`src/rtl/core/grd_pkg.sv`:
```
// Package for the GDSII record deframer: item struct, type codes,
// the record type to data type table and the value size lookup.
// No dependencies.
package grd_pkg;

	localparam int unsigned NUM_RTYPES  = 60;
	localparam logic [5:0]  RT_ENDLIB   = 6'd4;

	localparam logic [2:0] DT_NONE   = 3'd0;
	localparam logic [2:0] DT_FLAGS  = 3'd1;
	localparam logic [2:0] DT_INT16  = 3'd2;
	localparam logic [2:0] DT_INT32  = 3'd3;
	localparam logic [2:0] DT_REAL4  = 3'd4;
	localparam logic [2:0] DT_REAL8  = 3'd5;
	localparam logic [2:0] DT_STRING = 3'd6;

	localparam logic [1:0] ERR_NONE     = 2'd0;
	localparam logic [1:0] ERR_RTYPE    = 2'd1;
	localparam logic [1:0] ERR_MISMATCH = 2'd2;
	localparam logic [1:0] ERR_LENGTH   = 2'd3;

	localparam logic [2:0] DTYPE_TABLE [NUM_RTYPES] = '{
		3'd2,3'd2,3'd6,3'd5,3'd0,3'd2,3'd6,3'd0,3'd0,3'd0,
		3'd0,3'd0,3'd0,3'd2,3'd2,3'd3,3'd3,3'd0,3'd6,3'd2,
		3'd0,3'd0,3'd2,3'd1,3'd0,3'd6,3'd1,3'd5,3'd5,3'd0,
		3'd0,3'd6,3'd6,3'd2,3'd2,3'd6,3'd6,3'd2,3'd1,3'd3,
		3'd0,3'd0,3'd2,3'd2,3'd6,3'd0,3'd2,3'd3,3'd3,3'd3,
		3'd2,3'd2,3'd1,3'd3,3'd2,3'd6,3'd0,3'd2,3'd6,3'd2
	};

	// one parsed item handed from front to back
	typedef struct packed {
		logic [5:0]  rtype;
		logic [2:0]  dtype;
		logic [63:0] value;
		logic        vld;
		logic [15:0] pos;
		logic        last;
		logic [31:0] count;
		logic [1:0]  err;
		logic        lend;
		logic        is_real;
	} grd_item_t;

	// bytes per value, modulo 8 (an eight-byte real reads as zero)
	function automatic logic [2:0] value_size(input logic [2:0] dt);
		logic [2:0] sz;
		unique case (dt)
			DT_FLAGS, DT_INT16: sz = 3'd2;
			DT_INT32, DT_REAL4: sz = 3'd4;
			DT_REAL8:           sz = 3'd0;
			DT_STRING:          sz = 3'd1;
			default:            sz = 3'd0;
		endcase
		return sz;
	endfunction

endpackage

```
`src/rtl/core/grd_front.sv`:
```
// Front part of the deframer: header parsing, type checks and value assembly.
// Emits one grd_item_t per result into the queue. Depends on grd_pkg.
module grd_front (
	input  logic              clk,
	input  logic              arst_n,
	input  logic              accept,
	input  logic [7:0]        in_byte,
	output logic              push,
	output grd_pkg::grd_item_t item
);
	import grd_pkg::*;

	typedef enum logic [4:0] {
		PH_LEN_HI  = 5'b00001,
		PH_LEN_LO  = 5'b00010,
		PH_RTYPE   = 5'b00100,
		PH_DTYPE   = 5'b01000,
		PH_PAYLOAD = 5'b10000
	} phase_t;

	phase_t      phase_q, phase_d;
	logic [15:0] len_q, len_d;
	logic [5:0]  rtype_q, rtype_d;
	logic [2:0]  dtype_q, dtype_d;
	logic [15:0] left_q, left_d;
	logic [2:0]  held_q, held_d;
	logic [63:0] asm_q, asm_d;
	logic [15:0] vcnt_q, vcnt_d;
	logic        sterm_q, sterm_d;
	logic        halted_q, halted_d;
	logic [31:0] recs_q, recs_d;
	logic [63:0] asm_new;
	logic [2:0]  held_new;
	logic        lend;

	// decode one byte
	always_comb begin
		phase_d  = phase_q;
		len_d    = len_q;
		rtype_d  = rtype_q;
		dtype_d  = dtype_q;
		left_d   = left_q;
		held_d   = held_q;
		asm_d    = asm_q;
		vcnt_d   = vcnt_q;
		sterm_d  = sterm_q;
		halted_d = halted_q;
		recs_d   = recs_q;
		push     = 1'b0;
		item     = '0;
		item.rtype = rtype_q;
		item.dtype = dtype_q;
		asm_new  = {asm_q[55:0], in_byte};
		held_new = held_q + 3'd1;
		lend     = (rtype_q == RT_ENDLIB);
		if (accept && !halted_q) begin
			unique case (phase_q)
				PH_LEN_HI: begin
					len_d   = {in_byte, 8'h00};
					phase_d = PH_LEN_LO;
				end
				PH_LEN_LO: begin
					len_d[7:0] = in_byte;
					phase_d    = PH_RTYPE;
				end
				PH_RTYPE: begin
					if (in_byte >= 8'(NUM_RTYPES)) begin
						halted_d   = 1'b1;
						push       = 1'b1;
						item.rtype = in_byte[5:0];
						item.dtype = DT_NONE;
						item.err   = ERR_RTYPE;
					end else begin
						rtype_d = in_byte[5:0];
						phase_d = PH_DTYPE;
					end
				end
				PH_DTYPE: begin
					item.dtype = in_byte[2:0];
					if (in_byte != {5'b0, DTYPE_TABLE[rtype_q]}) begin
						halted_d = 1'b1;
						push     = 1'b1;
						item.err = ERR_MISMATCH;
					end else if (len_q < 16'd4) begin
						halted_d = 1'b1;
						push     = 1'b1;
						item.err = ERR_LENGTH;
					end else begin
						dtype_d = in_byte[2:0];
						left_d  = len_q - 16'd4;
						held_d  = '0;
						asm_d   = '0;
						vcnt_d  = '0;
						sterm_d = 1'b0;
						if (len_q == 16'd4) begin
							// empty payload: record ends on this byte
							if (recs_q != '1) recs_d = recs_q + 32'd1;
							push      = 1'b1;
							item.last = 1'b1;
							item.lend = lend;
							halted_d  = lend;
							phase_d   = PH_LEN_HI;
						end else begin
							phase_d = PH_PAYLOAD;
						end
					end
				end
				PH_PAYLOAD: begin
					if (dtype_q == DT_STRING) begin
						if (!sterm_q) begin
							if (in_byte == 8'h00) begin
								sterm_d = 1'b1;
							end else begin
								item.vld   = 1'b1;
								item.value = {56'b0, in_byte};
								item.pos   = vcnt_q;
							end
						end
						vcnt_d = vcnt_q + 16'd1;
					end else if (dtype_q != DT_NONE) begin
						if (held_new == value_size(dtype_q)) begin
							item.vld = 1'b1;
							item.pos = vcnt_q;
							vcnt_d   = vcnt_q + 16'd1;
							asm_d    = '0;
							held_d   = '0;
							case (dtype_q)
								DT_INT16: item.value = {{48{asm_new[15]}}, asm_new[15:0]};
								DT_INT32: item.value = {{32{asm_new[31]}}, asm_new[31:0]};
								DT_REAL4, DT_REAL8: begin
									item.value   = asm_new;
									item.is_real = 1'b1;
								end
								default: item.value = {48'b0, asm_new[15:0]};
							endcase
						end else begin
							asm_d  = asm_new;
							held_d = held_new;
						end
					end
					left_d = left_q - 16'd1;
					if (left_q == 16'd1) begin
						// final byte: close the record, drop any partial value
						if (recs_q != '1) recs_d = recs_q + 32'd1;
						item.last = 1'b1;
						item.lend = lend;
						halted_d  = lend;
						asm_d     = '0;
						held_d    = '0;
						phase_d   = PH_LEN_HI;
					end
					push = item.vld || item.last;
				end
				default: phase_d = PH_LEN_HI;
			endcase
		end
		item.count = recs_d;
	end

	// hold parser state
	always_ff @(posedge clk or negedge arst_n) begin
		if (!arst_n) begin
			phase_q  <= PH_LEN_HI;
			len_q    <= '0;
			rtype_q  <= '0;
			dtype_q  <= '0;
			left_q   <= '0;
			held_q   <= '0;
			asm_q    <= '0;
			vcnt_q   <= '0;
			sterm_q  <= 1'b0;
			halted_q <= 1'b0;
			recs_q   <= '0;
		end else begin
			phase_q  <= phase_d;
			len_q    <= len_d;
			rtype_q  <= rtype_d;
			dtype_q  <= dtype_d;
			left_q   <= left_d;
			held_q   <= held_d;
			asm_q    <= asm_d;
			vcnt_q   <= vcnt_d;
			sterm_q  <= sterm_d;
			halted_q <= halted_d;
			recs_q   <= recs_d;
		end
	end

endmodule

```
`src/rtl/core/grd_queue.sv`:
```
// Short item queue between the front and back parts.
// Depends on grd_pkg.
module grd_queue #(
	parameter int unsigned DEPTH = 4
) (
	input  logic               clk,
	input  logic               arst_n,
	input  logic               push,
	input  grd_pkg::grd_item_t wr_item,
	input  logic               pop,
	output grd_pkg::grd_item_t rd_item,
	output logic               empty,
	output logic               full
);
	import grd_pkg::*;

	localparam int unsigned PW = (DEPTH > 1) ? $clog2(DEPTH) : 1;
	localparam int unsigned CW = $clog2(DEPTH + 1);

	grd_item_t       mem_q [DEPTH];
	logic [PW-1:0]   wptr_q, rptr_q;
	logic [CW-1:0]   cnt_q;

	assign empty   = (cnt_q == '0);
	assign full    = (cnt_q == CW'(DEPTH));
	assign rd_item = mem_q[rptr_q];

	// store item
	always_ff @(posedge clk) begin
		if (push) mem_q[wptr_q] <= wr_item;
	end

	// advance pointers and fill count
	always_ff @(posedge clk or negedge arst_n) begin
		if (!arst_n) begin
			wptr_q <= '0;
			rptr_q <= '0;
			cnt_q  <= '0;
		end else begin
			if (push) wptr_q <= (wptr_q == PW'(DEPTH - 1)) ? '0 : wptr_q + 1'b1;
			if (pop)  rptr_q <= (rptr_q == PW'(DEPTH - 1)) ? '0 : rptr_q + 1'b1;
			if (push && !pop)      cnt_q <= cnt_q + 1'b1;
			else if (!push && pop) cnt_q <= cnt_q - 1'b1;
		end
	end

endmodule

```
`src/rtl/core/grd_back.sv`:
```
// Back part: three-stage pipeline that converts base-16 excess-64 reals
// to binary64 and drives the output register. Depends on grd_pkg.
module grd_back (
	input  logic               clk,
	input  logic               arst_n,
	input  grd_pkg::grd_item_t q_item,
	input  logic               q_empty,
	output logic               pop,
	input  logic               out_stall,
	output logic               out_valid,
	output grd_pkg::grd_item_t out_item
);
	import grd_pkg::*;

	logic        adv;
	logic        v_s1, v_s2, v_s3;
	grd_item_t   it_s1, it_s2, it_s3;
	logic [55:0] m_c;
	logic [5:0]  p_c;
	logic [5:0]  p_s1;
	logic [55:0] m_s1;
	logic [55:0] norm_s2;
	logic [10:0] bexp_s2;
	logic        zero_s2;
	logic        sign_s2;
	logic [11:0] bexp_c;
	logic [52:0] q_c;
	logic [2:0]  rem_c;
	logic        up_c;
	logic [53:0] qr_c;
	logic [63:0] real_c;
	grd_item_t   res_c;

	assign adv       = !v_s3 || !out_stall;
	assign pop       = adv && !q_empty;
	assign out_valid = v_s3;
	assign out_item  = it_s3;

	// find leading one of the mantissa
	always_comb begin
		m_c = (q_item.dtype == DT_REAL8) ? q_item.value[55:0] : {32'b0, q_item.value[23:0]};
		p_c = '0;
		for (int i = 0; i < 56; i++) begin
			if (m_c[i]) p_c = 6'(i);
		end
	end

	// exponent from the top byte: p + 4*(e - 64) - mbits + 1023
	always_comb begin
		if (it_s1.dtype == DT_REAL8)
			bexp_c = 12'd767 + {6'b0, p_s1} + {3'b0, it_s1.value[62:56], 2'b0} - 12'd56;
		else
			bexp_c = 12'd767 + {6'b0, p_s1} + {3'b0, it_s1.value[30:24], 2'b0} - 12'd24;
	end

	// round to nearest even and pack
	always_comb begin
		q_c    = norm_s2[55:3];
		rem_c  = norm_s2[2:0];
		up_c   = (rem_c > 3'd4) || (rem_c == 3'd4 && q_c[0]);
		qr_c   = {1'b0, q_c} + {53'b0, up_c};
		if (zero_s2)
			real_c = {sign_s2, 63'b0};
		else if (qr_c[53])
			real_c = {sign_s2, bexp_s2 + 11'd1, 52'b0};
		else
			real_c = {sign_s2, bexp_s2, qr_c[51:0]};
		res_c = it_s2;
		if (it_s2.is_real) res_c.value = real_c;
	end

	// advance valid bits
	always_ff @(posedge clk or negedge arst_n) begin
		if (!arst_n) begin
			v_s1 <= 1'b0;
			v_s2 <= 1'b0;
			v_s3 <= 1'b0;
		end else if (adv) begin
			v_s1 <= !q_empty;
			v_s2 <= v_s1;
			v_s3 <= v_s2;
		end
	end

	// advance payload
	always_ff @(posedge clk) begin
		if (adv) begin
			it_s1   <= q_item;
			m_s1    <= m_c;
			p_s1    <= p_c;
			it_s2   <= it_s1;
			sign_s2 <= (it_s1.dtype == DT_REAL8) ? it_s1.value[63] : it_s1.value[31];
			norm_s2 <= m_s1 << (6'd55 - p_s1);
			bexp_s2 <= bexp_c[10:0];
			zero_s2 <= (m_s1 == '0);
			it_s3   <= res_c;
		end
	end

endmodule

```
`src/rtl/core/gdsii_record_deframer.sv`:
```
// GDSII record deframer: takes one byte per cycle while in_stall is low; results
// pass one queue write and three conversion stages to the output register.
// Sustained rate: one byte per cycle while in_stall is low; the queue absorbs output stalls until full.
// Reset clears parser state, queue pointers and pipeline valid bits.
// Depends on grd_pkg, grd_front, grd_queue, grd_back.
module gdsii_record_deframer #(
	parameter int unsigned QUEUE_DEPTH = 4
) (
	input  logic        clk,
	input  logic        arst_n,
	input  logic        in_valid,
	output logic        in_stall,
	input  logic [7:0]  in_byte,
	output logic        out_valid,
	input  logic        out_stall,
	output logic [5:0]  record_type,
	output logic [2:0]  data_type,
	output logic [63:0] item_value,
	output logic        value_valid,
	output logic [15:0] value_position,
	output logic        last_in_record,
	output logic [31:0] record_count,
	output logic [1:0]  error_code,
	output logic        library_end
);
	import grd_pkg::*;

	logic      accept, push, pop, q_empty, q_full;
	grd_item_t f_item, q_item, o_item;

	assign in_stall = q_full;
	assign accept   = in_valid && !q_full;

	grd_front u_front (
		.clk     (clk),
		.arst_n  (arst_n),
		.accept  (accept),
		.in_byte (in_byte),
		.push    (push),
		.item    (f_item)
	);

	grd_queue #(.DEPTH(QUEUE_DEPTH)) u_queue (
		.clk     (clk),
		.arst_n  (arst_n),
		.push    (push),
		.wr_item (f_item),
		.pop     (pop),
		.rd_item (q_item),
		.empty   (q_empty),
		.full    (q_full)
	);

	grd_back u_back (
		.clk       (clk),
		.arst_n    (arst_n),
		.q_item    (q_item),
		.q_empty   (q_empty),
		.pop       (pop),
		.out_stall (out_stall),
		.out_valid (out_valid),
		.out_item  (o_item)
	);

	assign record_type    = o_item.rtype;
	assign data_type      = o_item.dtype;
	assign item_value     = o_item.value;
	assign value_valid    = o_item.vld;
	assign value_position = o_item.pos;
	assign last_in_record = o_item.last;
	assign record_count   = o_item.count;
	assign error_code     = o_item.err;
	assign library_end    = o_item.lend;

endmodule

```
`config.mk`:
```
export PLATFORM = sky130hd
export DESIGN_NAME = gdsii_record_deframer
export DESIGN_NICKNAME = d
export VERILOG_FILES = /design/src/rtl/core/grd_pkg.sv /design/src/rtl/core/grd_front.sv /design/src/rtl/core/grd_queue.sv /design/src/rtl/core/grd_back.sv /design/src/rtl/core/gdsii_record_deframer.sv
export SDC_FILE = /design/constraint.sdc
export NUM_CORES = 2
export LEC_CHECK = 0
export ABC_AREA = 0
export BUFFER_PORTS_ARGS = -buffer_cell sky130_fd_sc_hd__buf_2
export CORE_ASPECT_RATIO = 0.5
export CORE_MARGIN = 3
export CORE_UTILIZATION = 67
export CTS_BUF_LIST = sky130_fd_sc_hd__clkbuf_16
export CTS_CLUSTER_DIAMETER = 60
export CTS_CLUSTER_SIZE = 40
export DETAILED_ROUTE_END_ITERATION = 8
export GPL_ROUTABILITY_DRIVEN = 0
export PLACE_DENSITY = 0.85
export SKIP_LAST_GASP = 1
export SYNTH_ARGS = -nofsm -noshare
export SYNTH_HDL_FRONTEND = slang
export SYNTH_SLANG_ARGS = --single-unit
```
`constraint.sdc`:
```
create_clock -name clk -period 18.6 [get_ports clk]
set_input_delay 1.86 -clock clk [delete_from_list [all_inputs] [get_ports clk]]
set_output_delay 1.86 -clock clk [all_outputs]
set_load 0.02 [all_outputs]
```
==> run_results.csv <==
group,metric,value,unit
yosys,synth_edf_count,995,
power_and_ir_drop,pwr_density_cell,150,nW/µm²
power_and_ir_drop,seqPwrFrac,50.4,%
finish,final_util,72.8,%
power_and_ir_drop,power_switching,2820,µW
power_and_ir_drop,switching_share,35.7,%
outcome,status,"completed",
placed_design,dp_hpwl,66700,µm
setup_path,worstSetupPathType,"flip-flop to flip-flop",
timing,fin_crit,5.24,ns
cts,holdBufCountCts,0,
cts,cts-root-buf,"clkbuf_16",
yosys,synth-main-ff-cell,"edfxtp_1",
finish,antennaDiodeCount,0,
die,die-area,77700,µm²
die,pin_count,140,
timing,whs,0.427,ns
timing,worst_slack,13.36,ns
timing,slew_violations,0,
yosys,synthCells,3375,
power_and_ir_drop,p_leak,0.0183,µW
die,die_h,199,µm
finish,nNetsFinal,3486,
global_routing,grt.total_usage,26.2,%
global_routing,grt_max_degree,164,
route,dr.pass1.iters,6,
yosys,postSynthAreaPerCell,14.7,µm²
global_routing,grt_use_met2,43.6,%
hold_path,min_to,"u_back.it_s2[1]",
global_routing,grt_pass1_wl,158000,µm
timing,rsz0062_at_grt,"no",
timing,setup_viol,0,
global_routing,grt_use_met3,3.27,%
route,drtAntennaViolNets,0,
die,row_count,69,
global_routing,grt_pass1_vias,28080,
cts,cts_setup_buffers,0,
route,post_drt_wl_per_cell,23.0,µm
timing,fin_tns_setup,0,ns
route,drt-total-wl,101000,µm
cts,clk_pin_slew,0.13,ns
finish,final_common_cell,"edfxtp_1",
yosys,synth-seq-cells,1160,
timing,finClkSkew,0.0326,ns
yosys,synth.cell_area,49700,µm²
cts,cts.sinks,1160,
hold_path,holdPathStages,0,
setup_path,reg2reg_slack,13.36,ns
placed_design,placedInstanceArea,51300,µm²
cts,cts-resized-gates,0,
setup_path,worst_ep_arrival_time,5.51,ns
flow_run,drv_cap,0,
yosys,syn_nets,3441,
finish,final_area,52600,µm²
finish,area_delta_synth_final,5.79,%
cts,cts_inserted_buffers,39,
hold_path,worstHoldStart,"u_back.it_s1[1]",
yosys,yosysWarnings,0,
timing,fmax,191,MHz
setup_path,rr_startpoint,"u_front.dtype_q[2]",
global_routing,grt_overflow,0,
cts,htreeDepth,2,
setup_path,required,18.87,ns
cts,clockBufferDepth,3,
setup_path,setup.worst_path.start_class,"flip-flop",
finish,final_cell_mix,"995 x edfxtp_1, 407 x nand2_1, 178 x nor2_1, 169 x o21ai_0, 162 x dfrtp_1",
finish,layout-drive-gt1-share,14.3,%
placed_design,port_buffers,139,
route,dr_total_vias,28829,
timing,finalCritPeriodShare,28.2,%
global_routing,antenna_found_initial,1,
global_routing,grt_busiest_layer,"met2",
route,drc_errors,0,
power_and_ir_drop,combPwrFrac,34.5,%
setup_path,cp_max_fo,50,
die,initial_core_util,68.8,%
timing,hold_viol,0,
setup_path,r2r_cells,10,
setup_path,worstReg2RegEnd,"u_queue.mem_q[1][101]",
yosys,yosysSeqAreaShare,68.4,%
yosys,yosysUniqueCellTypes,84,
timing,tightest_slew,1.17,ns
finish,n_fill_cell,4264,
die,core,72300,µm²
global_routing,gr-usage-met1,37.3,%
cts,cts_tree,"done",
die,fp.dieW,391,µm
power_and_ir_drop,irDropWorstVdd,0.000113,V
route,drt_iter0_drc,3497,
power_and_ir_drop,clkPwrFrac,15.1,%
hold_path,hold_path.class,"flip-flop to flip-flop",
placed_design,dp_slack,12.80,ns
route,via_per_inst,6.54,
power_and_ir_drop,p_int,5090,µW
timing,slew_headroom,22.1,%
yosys,async_flop_share,14.2,%
cts,clk_latency,0.62,ns
setup_path,crit_path_end_kind,"flip-flop",
power groups by stage:
stage               registers, µW  clock network [µW]  logic (µW)
detailed placement           4030                   0        2700
finish                       3990                1190        2740
floorplan                    4110                   0        1890
CTS                          3980                1210        2710
global placement             4000                   0        2630
global route                 4040                1300        2970
how the worst max path moves through the flow:
stage | slack, ns | depth (start not counted) | start | end
CTS | 13.36 | 10 | u_front.dtype_q[2] | u_queue.mem_q[1][101]
global placement | 12.90 | 10 | in_byte[7] | u_queue.mem_q[1][58]
global route | 13.08 | 10 | u_front.dtype_q[2] | u_queue.mem_q[1][90]
finish | 13.36 | 10 | u_front.dtype_q[2] | u_queue.mem_q[1][101]
detailed placement | 12.80 | 9 | in_byte[7] | u_queue.mem_q[1][58]
floorplan | 4.29 | 7 | out_stall | u_queue.cnt_q[1]
registers in the layout, indices dropped and copies added, names as in the netlist, 6 cells and up:
| signal | cells |
|---|---|
| u_back.bexp_s2 | 11 |
| u_back.m_s1 | 56 |
| u_back.out_item | 126 |
| u_front.recs_q | 32 |
| u_front.len_q | 16 |
| u_back.norm_s2 | 56 |
| u_front.vcnt_q | 16 |
| u_back.it_s2 | 127 |
| u_front.rtype_q | 6 |
| u_back.p_s1 | 6 |
| u_queue.mem_q | 508 |
| u_front.asm_q | 56 |
| u_front.left_q | 16 |
| u_back.it_s1 | 103 |
stage by stage:
stage               cells  power, µW
finish               4407       7920
global placement     4337       6630
detailed placement   4337       6730
floorplan            3375       6000
CTS                  4407       7900
global route         4407       8310
cell type report:
| class | count | area (µm²) | share of cell area (%) |
|---|---|---|---|
| well taps | 958 | 1200 | 2.28 |
| flip-flops and latches | 1160 | 34000 | 64.6 |
| clock inverters | 29 | 284 | 0.540 |
| multi-input cells | 1968 | 14800 | 28.2 |
| clock buffers | 41 | 1030 | 1.95 |
| repair buffers | 175 | 985 | 1.87 |
| inverters | 76 | 285 | 0.542 |
worst max-delay path, cell delays in order (launching register included):
cell	delay, ns
dfrtp_1	0.57
nor2b_4	0.79
mux2i_1	0.17
nor3_1	0.38
a31o_2	0.22
a31oi_1	0.06
a211oi_1	0.25
o41a_1	0.41
and2_4	0.53
buf_4	0.70
buf_4	0.71
layer usage:
| layer | wire (µm) | vias to the layer above | part of all wire (%) |
|---|---|---|---|
| met4 | 3380 | 0 | 3.3 |
| met5 | 0 | - | 0 |
| met1 | 40600 | 14408 | 40 |
| met3 | 7750 | 218 | 7.6 |
| li1 | - | 12818 | - |
| met2 | 49600 | 1385 | 49 |
synth_stat cells (all sizes together) (41+ instances only):
cell type    n  area, µm²
a21oi      124        621
and2        85        532
buf         51        248
clkbuf     120        450
dfrtp      164       4100
edfxtp     995      29900
ha          51        638
inv         76        285
mux2i       88        881
mux4       161       3630
nand2      408       1530
nand3       59        295
nor2       178        668
nor3        50        250
nor4        46        353
o21ai      183        920
o2bb2ai     57        499
xnor2       41        359
xor2        78        691
kinds of logic after synthesis:
kind of cell             share of synthesized area (%)
flip-flops                                        68.4
AND/OR/NAND/NOR                                   9.79
AO/OA/AOI/OAI                                     6.37
multiplexers                                      9.97
buffers and inverters                             1.98
XOR/XNOR                                          2.11
adder cells (fa/ha/maj)                           1.40
No activity file was read; power rests on OpenSTA's default activity.
